<file path="config.mk">
export PLATFORM = sky130hd
export DESIGN_NAME = rfid_pulse_width_frame_decoder
export DESIGN_NICKNAME = d
export VERILOG_FILES = /design/src/hw/rtl/rpwfd_pkg.sv /design/src/hw/rtl/rfid_pulse_width_frame_decoder.sv /design/src/hw/rtl/rpwfd_apb_regs.sv /design/src/hw/rtl/rpwfd_core.sv /design/src/hw/rtl/rpwfd_out_buf.sv
export SDC_FILE = /design/constraint.sdc
export NUM_CORES = 1
export LEC_CHECK = 0
export BUFFER_PORTS_ARGS = -buffer_cell sky130_fd_sc_hd__buf_2
export CAP_MARGIN = 15
export CORE_MARGIN = 2
export CORE_UTILIZATION = 50
export CTS_CLUSTER_SIZE = 8
export DETAILED_ROUTE_END_ITERATION = 8
export GPL_TIMING_DRIVEN = 0
export PLACE_DENSITY = 0.85
export RECOVER_POWER = 50
export SLEW_MARGIN = 0
export SYNTH_ARGS = -nofsm -noshare
export SYNTH_HDL_FRONTEND = slang
export SYNTH_SLANG_ARGS = --single-unit
export TNS_END_PERCENT = 20
</file>
<file path="constraint.sdc">
create_clock -name clk -period 3.51 [get_ports clk]
set_input_delay 0.351 -clock clk [delete_from_list [all_inputs] [get_ports clk]]
set_output_delay 0.351 -clock clk [all_outputs]
set_load 0.02 [all_outputs]
</file>
<file path="src/hw/rtl/rpwfd_pkg.sv">
// shared types and constants for the card frame pulse-width decoder
// used by every module under hw/rtl; depends on nothing

package rpwfd_pkg;

	// configuration register reset values
	localparam logic [7:0] SHORT_MIN_RST = 8'd44;
	localparam logic [7:0] SHORT_MAX_RST = 8'd81;
	localparam logic [7:0] LONG_MIN_RST  = 8'd106;
	localparam logic [7:0] LONG_MAX_RST  = 8'd145;

	// frame geometry
	localparam int HEADER_PULSES_DEF = 16;
	localparam int FRAME_BITS        = 54;
	localparam int BIT_CNT_W         = 6;
	localparam int DATA_BYTES        = 6;
	localparam int ROW_BITS          = 5;
	localparam int CARD_W            = 40;

	// stream word and apb widths
	localparam int S_TDATA_W = 24;
	localparam int M_TDATA_W = 56;
	localparam int APB_ADDR_W = 4;
	localparam int APB_DATA_W = 32;

	typedef enum logic [1:0] {
		REG_SHORT_MIN = 2'd0,
		REG_SHORT_MAX = 2'd1,
		REG_LONG_MIN  = 2'd2,
		REG_LONG_MAX  = 2'd3
	} reg_idx_t;

	typedef enum logic [1:0] {
		PH_SYNC   = 2'd0,
		PH_HEADER = 2'd1,
		PH_DATA   = 2'd2,
		PH_HELD   = 2'd3
	} phase_t;

	typedef struct packed {
		logic [7:0] short_min;
		logic [7:0] short_max;
		logic [7:0] long_min;
		logic [7:0] long_max;
	} cfg_t;

	typedef struct packed {
		logic              frame_ready;
		logic [CARD_W-1:0] card_data;
		logic [3:0]        column_parity;
		phase_t            phase;
		logic              parity_error;
		logic              width_error;
	} result_t;

endpackage

</file>
<file path="src/hw/rtl/rfid_pulse_width_frame_decoder.sv">
// top level of the card frame pulse-width decoder: input register, decode step,
// result buffer and apb bound registers; depends on rpwfd_pkg and all rpwfd_* modules
//
//   channel   direction  word
//   s_*       in         pulse event or acknowledge (tuser = func)
//   m_*       out        one decode result per input word
//   apb       in/out     short_min, short_max, long_min, long_max at 0x0/0x4/0x8/0xc
//
// one word per clock sustained while m_tready stays high; a result word is offered once its
// input word has passed the input register, the skid entry when the m side is stalled, and
// the result register, being decoded by the single decode step on the way
// arst_n clears all decode state, the bounds to their defaults, and empties both stages
// a stalled m side fills the skid entry first; s_tready drops only once it is full

module rfid_pulse_width_frame_decoder #(
	parameter int HEADER_PULSES = rpwfd_pkg::HEADER_PULSES_DEF
) (
	input  logic                                clk,
	input  logic                                arst_n,
	// pulse_width [15:0], line_level [16], zero pad [23:17]
	input  logic [rpwfd_pkg::S_TDATA_W-1:0]     s_tdata,
	// func: 0 pulse event, 1 acknowledge
	input  logic                                s_tuser,
	input  logic                                s_tvalid,
	output logic                                s_tready,
	// frame_ready [0], card_data [40:1], column_parity [44:41], phase [46:45],
	// parity_error [47], width_error [48], zero pad [55:49]
	output logic [rpwfd_pkg::M_TDATA_W-1:0]     m_tdata,
	output logic                                m_tvalid,
	input  logic                                m_tready,
	input  logic                                psel,
	input  logic                                penable,
	input  logic                                pwrite,
	input  logic [rpwfd_pkg::APB_ADDR_W-1:0]    paddr,
	input  logic [rpwfd_pkg::APB_DATA_W-1:0]    pwdata,
	output logic [rpwfd_pkg::APB_DATA_W-1:0]    prdata,
	output logic                                pready
);

	rpwfd_pkg::cfg_t    cfg;
	rpwfd_pkg::result_t step_res, out_res;

	// input register stage
	logic        valid_s1;
	logic        func_s1;
	logic [15:0] width_s1;
	logic        level_s1;

	logic buf_space, adv, in_take;

	// a word in the input register advances whenever the skid entry is free
	assign adv      = valid_s1 & buf_space;
	assign s_tready = ~valid_s1 | buf_space;
	assign in_take  = s_tvalid & s_tready;

	always_ff @(posedge clk or negedge arst_n) begin
		if (!arst_n)
			valid_s1 <= 1'b0;
		else if (in_take)
			valid_s1 <= 1'b1;
		else if (adv)
			valid_s1 <= 1'b0;
	end

	always_ff @(posedge clk) begin
		if (in_take) begin
			func_s1  <= s_tuser;
			width_s1 <= s_tdata[15:0];
			level_s1 <= s_tdata[16];
		end
	end

	rpwfd_apb_regs u_regs (
		.clk     (clk),
		.arst_n  (arst_n),
		.psel    (psel),
		.penable (penable),
		.pwrite  (pwrite),
		.paddr   (paddr),
		.pwdata  (pwdata),
		.prdata  (prdata),
		.pready  (pready),
		.cfg     (cfg)
	);

	// decode state moves one step per word leaving the input register
	rpwfd_core #(
		.HEADER_PULSES (HEADER_PULSES)
	) u_core (
		.clk         (clk),
		.arst_n      (arst_n),
		.step        (adv),
		.func        (func_s1),
		.pulse_width (width_s1),
		.line_level  (level_s1),
		.cfg         (cfg),
		.result      (step_res)
	);

	rpwfd_out_buf u_out (
		.clk       (clk),
		.arst_n    (arst_n),
		.push      (adv),
		.push_data (step_res),
		.space     (buf_space),
		.out_valid (m_tvalid),
		.out_ready (m_tready),
		.out_data  (out_res)
	);

	// pack the result word, first field in the low bits
	assign m_tdata = {7'd0,
	                  out_res.width_error,
	                  out_res.parity_error,
	                  out_res.phase,
	                  out_res.column_parity,
	                  out_res.card_data,
	                  out_res.frame_ready};

endmodule

</file>
<file path="src/hw/rtl/rpwfd_apb_regs.sv">
// apb register file holding the four pulse width bounds
// depends on rpwfd_pkg

module rpwfd_apb_regs (
	input  logic                                clk,
	input  logic                                arst_n,
	input  logic                                psel,
	input  logic                                penable,
	input  logic                                pwrite,
	input  logic [rpwfd_pkg::APB_ADDR_W-1:0]    paddr,
	input  logic [rpwfd_pkg::APB_DATA_W-1:0]    pwdata,
	output logic [rpwfd_pkg::APB_DATA_W-1:0]    prdata,
	output logic                                pready,
	output rpwfd_pkg::cfg_t                     cfg
);

	rpwfd_pkg::cfg_t      cfg_q;
	rpwfd_pkg::reg_idx_t  idx;
	logic                 wr_en;
	logic [7:0]           rd_byte;

	assign pready = 1'b1;
	assign idx    = rpwfd_pkg::reg_idx_t'(paddr[3:2]);
	assign wr_en  = psel & penable & pwrite & pready;

	always_ff @(posedge clk or negedge arst_n) begin
		if (!arst_n) begin
			cfg_q.short_min <= rpwfd_pkg::SHORT_MIN_RST;
			cfg_q.short_max <= rpwfd_pkg::SHORT_MAX_RST;
			cfg_q.long_min  <= rpwfd_pkg::LONG_MIN_RST;
			cfg_q.long_max  <= rpwfd_pkg::LONG_MAX_RST;
		end else if (wr_en) begin
			unique case (idx)
				rpwfd_pkg::REG_SHORT_MIN: cfg_q.short_min <= pwdata[7:0];
				rpwfd_pkg::REG_SHORT_MAX: cfg_q.short_max <= pwdata[7:0];
				rpwfd_pkg::REG_LONG_MIN:  cfg_q.long_min  <= pwdata[7:0];
				rpwfd_pkg::REG_LONG_MAX:  cfg_q.long_max  <= pwdata[7:0];
			endcase
		end
	end

	always_comb begin
		unique case (idx)
			rpwfd_pkg::REG_SHORT_MIN: rd_byte = cfg_q.short_min;
			rpwfd_pkg::REG_SHORT_MAX: rd_byte = cfg_q.short_max;
			rpwfd_pkg::REG_LONG_MIN:  rd_byte = cfg_q.long_min;
			rpwfd_pkg::REG_LONG_MAX:  rd_byte = cfg_q.long_max;
		endcase
	end

	assign prdata = {{(rpwfd_pkg::APB_DATA_W-8){1'b0}}, rd_byte};
	assign cfg    = cfg_q;

endmodule

</file>
<file path="src/hw/rtl/rpwfd_core.sv">
// decoder state and single-step next-state logic for one pulse or ack word
// depends on rpwfd_pkg

module rpwfd_core #(
	parameter int HEADER_PULSES = rpwfd_pkg::HEADER_PULSES_DEF
) (
	input  logic                clk,
	input  logic                arst_n,
	input  logic                step,
	input  logic                func,
	input  logic [15:0]         pulse_width,
	input  logic                line_level,
	input  rpwfd_pkg::cfg_t     cfg,
	output rpwfd_pkg::result_t  result
);

	localparam int HDR_W = $clog2(HEADER_PULSES + 1);
	localparam int NB    = rpwfd_pkg::DATA_BYTES;
	localparam int BCW   = rpwfd_pkg::BIT_CNT_W;

	typedef logic [NB-1:0][7:0] bytes_t;

	rpwfd_pkg::phase_t phase_q, phase_n;
	logic [HDR_W-1:0]  hdr_q, hdr_n, hdr_inc;
	logic              half_q, half_n;
	bytes_t            bytes_q, bytes_n;
	logic [BCW-1:0]    bits_q, bits_n, bits_inc;
	logic [2:0]        rowpos_q, rowpos_n, rowpos_inc;
	logic              tog_q, tog_n;
	logic [2:0]        bidx_q, bidx_n;
	logic [2:0]        ones_q, ones_n, ones_inc;
	logic              pend_q, pend_n;

	logic       is_short, is_long, low, take, idx_ok, perr, werr;
	logic [7:0] cur_byte;

	assign low        = ~line_level;
	assign is_short   = (pulse_width > {8'd0, cfg.short_min}) &&
	                    (pulse_width < {8'd0, cfg.short_max});
	assign is_long    = (pulse_width > {8'd0, cfg.long_min}) &&
	                    (pulse_width < {8'd0, cfg.long_max});
	assign hdr_inc    = hdr_q + HDR_W'(1);
	assign bits_inc   = bits_q + BCW'(1);
	assign rowpos_inc = rowpos_q + 3'd1;
	assign ones_inc   = low ? ones_q + 3'd1 : ones_q;
	assign idx_ok     = bidx_q < 3'(NB);

	always_comb begin
		phase_n  = phase_q;
		hdr_n    = hdr_q;
		half_n   = half_q;
		bytes_n  = bytes_q;
		bits_n   = bits_q;
		rowpos_n = rowpos_q;
		tog_n    = tog_q;
		bidx_n   = bidx_q;
		ones_n   = ones_q;
		pend_n   = pend_q;
		perr     = 1'b0;
		werr     = 1'b0;
		take     = 1'b0;
		cur_byte = 8'd0;

		if (func) begin
			pend_n = 1'b0;
		end else begin
			unique case (phase_q)
				rpwfd_pkg::PH_SYNC: begin
					if (low && (pulse_width > {8'd0, cfg.long_min})) begin
						hdr_n   = '0;
						phase_n = rpwfd_pkg::PH_HEADER;
					end
				end
				rpwfd_pkg::PH_HEADER: begin
					if (!is_short) begin
						phase_n = rpwfd_pkg::PH_SYNC;
						werr    = 1'b1;
					end else begin
						hdr_n = hdr_inc;
						if (hdr_inc == HDR_W'(HEADER_PULSES)) begin
							phase_n  = rpwfd_pkg::PH_DATA;
							bidx_n   = 3'd0;
							rowpos_n = 3'd0;
							ones_n   = 3'd0;
							tog_n    = 1'b0;
							half_n   = 1'b0;
							bits_n   = '0;
						end
					end
				end
				rpwfd_pkg::PH_DATA: begin
					if (is_short) begin
						half_n = ~half_q;
						take   = half_q;
					end else if (is_long) begin
						take = 1'b1;
					end else begin
						phase_n = rpwfd_pkg::PH_SYNC;
						werr    = 1'b1;
					end
				end
				rpwfd_pkg::PH_HELD: begin
					// first pulse after the ack drops the frame
					if (!pend_q) begin
						bytes_n = '0;
						phase_n = rpwfd_pkg::PH_SYNC;
					end
				end
			endcase
		end

		if (take) begin
			// shift into the current byte; the row parity bit is not stored
			for (int i = 0; i < NB; i++) begin
				if (idx_ok && (bidx_q == 3'(i))) begin
					cur_byte = bytes_q[i];
					if (rowpos_q != 3'd4)
						cur_byte = {cur_byte[6:0], 1'b0};
					if (low && (rowpos_inc != 3'(rpwfd_pkg::ROW_BITS)))
						cur_byte[0] = 1'b1;
					bytes_n[i] = cur_byte;
				end
			end
			half_n   = 1'b0;
			bits_n   = bits_inc;
			rowpos_n = rowpos_inc;
			ones_n   = ones_inc;
			if (rowpos_inc == 3'(rpwfd_pkg::ROW_BITS)) begin
				if (ones_inc[0]) begin
					phase_n = rpwfd_pkg::PH_SYNC;
					perr    = 1'b1;
				end
				rowpos_n = 3'd0;
				tog_n    = ~tog_q;
				if (tog_q)
					bidx_n = bidx_q + 3'd1;
				ones_n = 3'd0;
			end
			if (bits_inc >= BCW'(rpwfd_pkg::FRAME_BITS)) begin
				pend_n  = 1'b1;
				phase_n = rpwfd_pkg::PH_HELD;
			end
		end
	end

	always_ff @(posedge clk or negedge arst_n) begin
		if (!arst_n) begin
			phase_q  <= rpwfd_pkg::PH_SYNC;
			hdr_q    <= '0;
			half_q   <= 1'b0;
			bytes_q  <= '0;
			bits_q   <= '0;
			rowpos_q <= 3'd0;
			tog_q    <= 1'b0;
			bidx_q   <= 3'd0;
			ones_q   <= 3'd0;
			pend_q   <= 1'b0;
		end else if (step) begin
			phase_q  <= phase_n;
			hdr_q    <= hdr_n;
			half_q   <= half_n;
			bytes_q  <= bytes_n;
			bits_q   <= bits_n;
			rowpos_q <= rowpos_n;
			tog_q    <= tog_n;
			bidx_q   <= bidx_n;
			ones_q   <= ones_n;
			pend_q   <= pend_n;
		end
	end

	always_comb begin
		result.frame_ready   = pend_n;
		result.phase         = phase_n;
		result.parity_error  = perr;
		result.width_error   = werr;
		result.card_data     = '0;
		result.column_parity = 4'd0;
		if (phase_n == rpwfd_pkg::PH_HELD) begin
			result.card_data     = {bytes_n[0], bytes_n[1], bytes_n[2], bytes_n[3], bytes_n[4]};
			result.column_parity = bytes_n[5][3:0];
		end
	end

endmodule

</file>
<file path="src/hw/rtl/rpwfd_out_buf.sv">
// result register with a skid entry behind it
// depends on rpwfd_pkg

module rpwfd_out_buf (
	input  logic                clk,
	input  logic                arst_n,
	input  logic                push,
	input  rpwfd_pkg::result_t  push_data,
	output logic                space,
	output logic                out_valid,
	input  logic                out_ready,
	output rpwfd_pkg::result_t  out_data
);

	logic               out_v_q, skid_v_q;
	rpwfd_pkg::result_t out_d_q, skid_d_q;
	logic               pop;

	assign pop       = out_v_q & out_ready;
	assign space     = ~skid_v_q;
	assign out_valid = out_v_q;
	assign out_data  = out_d_q;

	always_ff @(posedge clk or negedge arst_n) begin
		if (!arst_n) begin
			out_v_q  <= 1'b0;
			skid_v_q <= 1'b0;
		end else begin
			if (!out_v_q || pop) begin
				if (skid_v_q) begin
					out_v_q  <= 1'b1;
					skid_v_q <= 1'b0;
				end else begin
					out_v_q <= push;
				end
			end else if (push) begin
				skid_v_q <= 1'b1;
			end
		end
	end

	always_ff @(posedge clk) begin
		if (!out_v_q || pop) begin
			if (skid_v_q)
				out_d_q <= skid_d_q;
			else if (push)
				out_d_q <= push_data;
		end else if (push) begin
			skid_d_q <= push_data;
		end
	end

endmodule
</file>
# ---- Yosys cells after proc, flatten, opt, wreduce, memory -nomap -nowiden
# Index checks and enable logic that the tools add are counted.
dict set report word_totals {
  ff_bits 224
  in_bits 68
  output_inout_bits 91
  elab_cells 215
}
dict set report classes {
  addsub 5
  n_lt_le_gt_ge 6
  eq_ne 24
  muxes 94
  bitwise 13
  reduce_logical 34
}
# op count
set ops {}
lappend ops {{$mux 48} 4}
lappend ops {{$mux 49} 2}
lappend ops {{$mux 8} 12}
lappend ops {{$mux 3} 16}
lappend ops {{$mux 44} 1}
lappend ops {{$mux 1} 36}
lappend ops {{$gt 16x8->1} 2}
lappend ops {{$lt 16x8->1} 2}
lappend ops {{$pmux 8 s4} 1}
lappend ops {{$mux 6} 5}
lappend ops {{$mux 2} 11}
lappend ops {{$reduce_and 2->1} 7}
lappend ops {{$reduce_bool 2->1} 7}
lappend ops {{$ne 3x3->1 const B} 4}
lappend ops {{$reduce_and 6->1} 2}
lappend ops {{$eq 2x2->1 const B} 5}
lappend ops {{$logic_and 1x1->1} 10}
lappend ops {{$mux 5} 2}
lappend ops {{$pmux 5 s2} 1}
lappend ops {{$reduce_and 5->1} 2}
lappend ops {{$add 3x1->3 const B} 3}
lappend ops {{$eq 3x3->1 const B} 3}
lappend ops {{$ne 3x1->1 const B} 3}
lappend ops {{$pmux 2 s4} 1}
lappend ops {{18 further kinds} 34}

# ---- Logic depth before layout (Yosys ltp)
dict set report logic_depth {
  ltp_word 14
  mapped_depth 12
}

# ---- By module
# From an unflattened synthesis, not the netlist that was laid out.
dict set report unflattened {
  cells_unflattened 935
  hier_area_um2 11431.0
}
# mod instances cells_each area_each_um2
set modules_own_cells {}
lappend modules_own_cells {rpwfd_core 1 634 5260.0}
lappend modules_own_cells {rpwfd_out_buf 1 163 3872.5}
lappend modules_own_cells {rpwfd_apb_regs 1 107 1641.6}
lappend modules_own_cells {rfid_pulse_width_frame_decoder 1 31 656.9}

# ---- Worst setup path after synthesis
# No wires, ideal clock.
dict set report synth_timing {
  kind {reg2reg}
  start {reg u_out.skid_v_q}
  end {reg u_out.skid_d_q[0] (netlist bit) (enable)}
  arrival_time_ns 3.167
  required_ns 3.054
  path_slack_ns -0.112
  stages_incl_launch_ff 7
  synth_period_minus_slack_ns 3.622
  path_cell_list {dfrtp_1 > clkbuf_1 > clkinv_1 > nand2_1 > clkbuf_1 > clkbuf_1 > nor2_1}
}
dict set report synth_between {
  elab_chain_cells 3
}
# item line_no
set synth_rtl {}
lappend synth_rtl {{from (decl)} rpwfd_out_buf.sv:15} ;# logic out_v_q, skid_v_q;
lappend synth_rtl {{from (signal assigned)} rpwfd_out_buf.sv:27} ;# skid_v_q <= 1'b0;
lappend synth_rtl {{from (signal assigned)} rpwfd_out_buf.sv:32} ;# skid_v_q <= 1'b0;
lappend synth_rtl {{from (signal assigned)} rpwfd_out_buf.sv:37} ;# skid_v_q <= 1'b1;
lappend synth_rtl {{$not 1->1} rpwfd_out_buf.sv:20} ;# assign space = ~skid_v_q;
lappend synth_rtl {{$and 1x1->1} rfid_pulse_width_frame_decoder.sv:52} ;# assign adv = valid_s1 & buf_space;
lappend synth_rtl {{$reduce_and 2->1 (no source line)} --}
lappend synth_rtl {{to (signal assigned)} rpwfd_out_buf.sv:49} ;# skid_d_q <= push_data;
lappend synth_rtl {{to (decl)} rpwfd_out_buf.sv:16} ;# rpwfd_pkg::result_t out_d_q, skid_d_q;
# No other way between the ends.
# A chain may end at the register's enable or synchronous reset.

==> run_summary.xml <==
<?xml version="1.0" encoding="UTF-8"?>
<metrics>
  <group name="route">
    <metric name="routed_wl" unit="mm">28.9</metric>
    <metric name="ant_nets" unit="">0</metric>
    <metric name="via_count" unit="">9179</metric>
    <metric name="detailedRoute.firstPassIterationCount" unit="">7</metric>
    <metric name="wl_per_cell" unit="µm">19.0</metric>
    <metric name="route.detailed.drc" unit="">0</metric>
    <metric name="avgViaCountPerCell" unit="">6.05</metric>
    <metric name="drt-initial-drc-count" unit="">1013</metric>
  </group>
  <group name="status">
    <metric name="outcome" unit="">complete, but fails checks</metric>
    <metric name="failed_checks" unit="">max-capacitance violations, max-slew violations, negative setup slack</metric>
  </group>
  <group name="clock_tree">
    <metric name="cts-buffers-inserted" unit="">31</metric>
    <metric name="clock_tree_from_tritoncts" unit="">built</metric>
    <metric name="root_buffer" unit="">clkbuf_16</metric>
    <metric name="clock-sinks" unit="">218</metric>
    <metric name="cts_max_level" unit="">1</metric>
    <metric name="clock_tree.buffer_depth" unit="">3</metric>
    <metric name="insertion_delay" unit="ns">0.56</metric>
    <metric name="clock_pin_slew_on_the_worst_setup_and_hold_paths" unit="ns">0.05</metric>
  </group>
  <group name="timing">
    <metric name="rsz0062_at_grt" unit="">true</metric>
    <metric name="final.setup.worst_slack" unit="ns">-0.0573</metric>
    <metric name="layout_min_cycle_time" unit="ns">3.57</metric>
    <metric name="maxSlewHeadroom" unit="%">-75.2</metric>
    <metric name="worstMarginPinSlew" unit="ns">2.63</metric>
    <metric name="final_max_slew_viol_count" unit="">45</metric>
    <metric name="finalCritPeriodShare" unit="%">102</metric>
    <metric name="skew" unit="ns">0.0184</metric>
    <metric name="whs" unit="ns">0.00839</metric>
    <metric name="finalSetupViolCount" unit="">1</metric>
    <metric name="timing_hold_violations_final" unit="">0</metric>
    <metric name="achievable-frequency" unit="GHz">0.280</metric>
    <metric name="setup_total_neg_slack" unit="ns">-0.0573</metric>
  </group>
  <group name="synthesis">
    <metric name="synthDominantAreaCellType" unit="">edfxtp_1</metric>
    <metric name="synthesis.instances" unit="">1022</metric>
    <metric name="synth-seq-area-share" unit="%">54.2</metric>
    <metric name="netlist_area" unit="µm²">11200</metric>
    <metric name="synth_cell_types" unit="">68</metric>
    <metric name="synth.area.top_cells" unit="">edfxtp_1 31%, dfrtp_1 20%, ha_1 5.2%, nand2_1 3.3%, dfstp_2 3.1%</metric>
    <metric name="synth.top_cell.area_share" unit="%">31.2</metric>
    <metric name="ys_dominant_reg_cell" unit="">edfxtp_1</metric>
    <metric name="synth.avg_cell_area" unit="µm²">10.9</metric>
    <metric name="ys_async_sr_fraction" unit="%">46.8</metric>
    <metric name="count_of_flip_flops_with_a_built_in_enable_after_synthesis" unit="">116</metric>
    <metric name="synth-seq-cells" unit="">218</metric>
    <metric name="synth.yosys.warnings" unit="">0</metric>
  </group>
  <group name="die">
    <metric name="die-area" unit="µm²">23500</metric>
    <metric name="die_width" unit="µm">153</metric>
    <metric name="chip_height" unit="µm">153</metric>
    <metric name="start_util" unit="%">51.0</metric>
    <metric name="top_level_ports" unit="">159</metric>
    <metric name="num_rows" unit="">54</metric>
    <metric name="core_area" unit="µm²">21900</metric>
  </group>
  <group name="critical_path">
    <metric name="regToRegStartpoint" unit="">width_s1[10]</metric>
    <metric name="r2r_end" unit="">u_out.out_data[3]</metric>
    <metric name="path_buf_inv" unit="">1</metric>
    <metric name="ff2ff_path_depth" unit="">9</metric>
    <metric name="worst-path-max-fanout" unit="">10</metric>
    <metric name="cp-startpoint" unit="">width_s1[10]</metric>
    <metric name="crit_required" unit="ns">3.82</metric>
    <metric name="path_cells" unit="">or4_4, or2_4, nor4_4, o311ai_4, mux2_4, clkbuf_1, nand2_1, a21o_1, mux2_2</metric>
    <metric name="rrSetupSlack" unit="ns">-0.06</metric>
    <metric name="worst_stage_delay_on_the_critical_path" unit="ns">0.57</metric>
    <metric name="critical_path_arrival" unit="ns">3.88</metric>
    <metric name="endpoint_kind" unit="">flip-flop</metric>
    <metric name="setup.worst_path.class" unit="">flip-flop to flip-flop</metric>
    <metric name="path_delay_family" unit="">simple AND/OR/NAND/NOR gates</metric>
    <metric name="critical_path.slowest_cell" unit="">or4_4</metric>
    <metric name="cp-start-kind" unit="">flip-flop</metric>
  </group>
  <group name="hold_path">
    <metric name="worstHoldStart" unit="">s_tvalid</metric>
    <metric name="hp-class" unit="">primary input to flip-flop</metric>
    <metric name="hold_end" unit="">valid_s1</metric>
    <metric name="hold_depth" unit="">2</metric>
  </group>
  <group name="grt">
    <metric name="first_global_vias" unit="">8967</metric>
    <metric name="antenna_found_initial" unit="">0</metric>
    <metric name="grt_remaining_overflow" unit="">0</metric>
    <metric name="first_pass_grt_wire_length" unit="mm">44.7</metric>
    <metric name="grt_util_all_layers" unit="%">23.1</metric>
    <metric name="maximum_number_of_pins_on_one_net_before_global_route_repair" unit="">59</metric>
  </group>
  <group name="power">
    <metric name="power_density" unit="nW/µm²">518</metric>
    <metric name="p_int" unit="µW">5110</metric>
    <metric name="cellLeakagePower" unit="µW">0.00529</metric>
    <metric name="switching_share" unit="%">27.6</metric>
    <metric name="power.switching" unit="µW">1950</metric>
    <metric name="clock_share_of_power" unit="%">39.9</metric>
    <metric name="share_comb_of_total_power" unit="%">16.5</metric>
    <metric name="pwr-share-seq" unit="%">43.6</metric>
    <metric name="peakVddDrop" unit="µV">420</metric>
  </group>
  <group name="placed_design">
    <metric name="dp_hpwl" unit="mm">18.7</metric>
    <metric name="port_buffers" unit="">93</metric>
    <metric name="placed_cell_area" unit="µm²">12200</metric>
    <metric name="gp_routability_congestion" unit="">0.906</metric>
  </group>
  <group name="job">
    <metric name="cap_violations" unit="">1</metric>
  </group>
  <group name="layout">
    <metric name="multiInputGateArea" unit="µm²">4870</metric>
    <metric name="layout-area-overhead-vs-synth" unit="%">22.3</metric>
    <metric name="design_area" unit="µm²">13700</metric>
    <metric name="register_area" unit="µm²">6050</metric>
    <metric name="design.final.nets" unit="">1326</metric>
    <metric name="antenna_cells" unit="">0</metric>
    <metric name="layout-drive-gt1-share" unit="%">18.2</metric>
    <metric name="nFillCells" unit="">1640</metric>
  </group>
</metrics>
-- sequential cells by signal, indices dropped and copies added, names as in the netlist, 2 cells and up --
signal,flops
u_core.hdr_q,5
u_core.rowpos_q,3
u_out.skid_d_q,49
u_core.phase_q,2
width_s1,16
u_core.bidx_q,3
u_out.out_data,49
u_regs.cfg,32
u_core.bytes_q,44
u_core.bits_q,6
-- cell usage after synthesis (3+ instances only) --
library cell and count:
edfxtp_1 116, nand2_1 97, dfrtp_1 89, nor2_1 75
a21oi_1 55, inv_1 50, nand3_1 47, ha_1 46
clkbuf_1 42, o21ai_0 41, buf_4 32, mux2_2 24
a211oi_1 22, and3_1 22, a22oi_1 21, a31oi_1 21
a22o_1 20, nand4_1 20, a311oi_1 19, o2bb2ai_1 17
dfstp_2 13, nor3_1 11, a21o_1 10, nand2b_1 9
mux4_2 8, nor2b_1 7, and4_1 5, buf_2 5
o211ai_1 5, and2_1 4, mux2i_1 4, nor3b_1 4
o31ai_1 4, a32o_1 3, nor4_1 3, o21a_1 3
o21ai_1 3, o22ai_1 3, or2_2 3, or3_1 3
-- worst register-to-register path: stages, from the launching register on --
cell,delay (ns)
edfxtp_1,0.36
or4_4,0.57
or2_4,0.29
nor4_4,0.36
o311ai_4,0.24
mux2_4,0.32
clkbuf_1,0.43
nand2_1,0.23
a21o_1,0.26
mux2_2,0.27
-- layer usage --
| metal | wire [µm] | global-route usage [%] | part of all wire (%) | vias to the layer above |
|---|---|---|---|---|
| met5 | 0 | 0 | 0 | - |
| met4 | 1280 | 9.87 | 4.4 | 0 |
| met2 | 14100 | 39.2 | 49 | 536 |
| met3 | 2450 | 3.91 | 8.5 | 111 |
| met1 | 11000 | 29.3 | 38 | 4357 |
| li1 | - | - | - | 4175 |
-- power groups by stage --
| stage | logic (µW) | clock network, µW | registers, µW |
|---|---|---|---|
| 2_1_floorplan | 658 | 0 | 3160 |
| 3_3_place_gp | 996 | 0 | 3110 |
| 3_5_place_dp | 1050 | 0 | 3120 |
| 4_1_cts | 1110 | 2830 | 3070 |
| 5_1_grt | 1260 | 2950 | 3100 |
| 6_report | 1170 | 2820 | 3080 |
-- worst max path at each step --
stage,to,slack [ns],cells past startpoint
global placement,u_out.skid_d_q[36],-0.49,6
finish,u_out.out_data[3],-0.06,9
floorplan,u_out.out_data[40],0.39,10
global route,u_out.out_data[6],-0.11,9
CTS,u_out.out_data[13],-0.008,9
detailed placement,u_out.skid_d_q[35],-0.53,11
-- cells by family after synthesis --
group | count (synthesis) | synth area share (%)
other | 2 | 0.0673
adders and majority gates | 46 | 5.15
and+or+nand+nor | 317 | 13.6
DFF | 218 | 54.2
buffers and inverters | 131 | 5.54
AOI/OAI and AO/OA | 271 | 16.9
muxes | 36 | 4.39
xor gates and xnor gates | 1 | 0.0785
-- stage by stage --
stage	setup WS (ns)	utilization [%]	instances	power [µW]
3_3_place_gp	-0.494	55.3	1425	4100
5_1_grt	-0.114	62.4	1517	7310
2_1_floorplan	0.389	-	1052	3820
6_report	-0.0573	62.4	1517	7070
4_1_cts	-0.00835	61.4	1509	7020
3_5_place_dp	-0.535	55.6	1428	4170
-- placed cells by master, fill, tap and decap left out, drive strengths merged, types with 11 or more instances in the layout --
| cell type | count |
|---|---|
| clkbuf | 155 |
| a31oi | 21 |
| ha | 46 |
| o2bb2ai | 17 |
| nand3 | 48 |
| a21oi | 55 |
| o21ai | 44 |
| nand2 | 97 |
| conb | 32 |
| inv | 51 |
| buf | 90 |
| and3 | 22 |
| edfxtp | 116 |
| dfstp | 13 |
| dfrtp | 89 |
| a211oi | 22 |
| a22oi | 21 |
| nor2 | 75 |
| nand4 | 20 |
| a311oi | 20 |
| a22o | 20 |
| dlygate4sd3 | 19 |
| mux2 | 24 |
| nor3 | 11 |
-- final cells by class --
class | count | share of cell area (%)
plain buffers | 79 | 3.43
clock buffers | 57 | 6.62
repair buffers | 128 | 5.84
multi-input cells | 703 | 35.7
inverters | 51 | 1.40
well taps | 280 | 2.57
clock inverters | 1 | 0.147
flip-flops and latches | 218 | 44.3
-- timing repair --
item                       in CTS  in global routing
hold endpoints to repair       57                  0
setup endpoints to repair     119                119
cloned                          0                  1
pin swaps                       4                  7
buffers inserted                4                  8
resized for setup              26                 47
hold buffers                   19                  0
(Power assumes the default switching activity.)
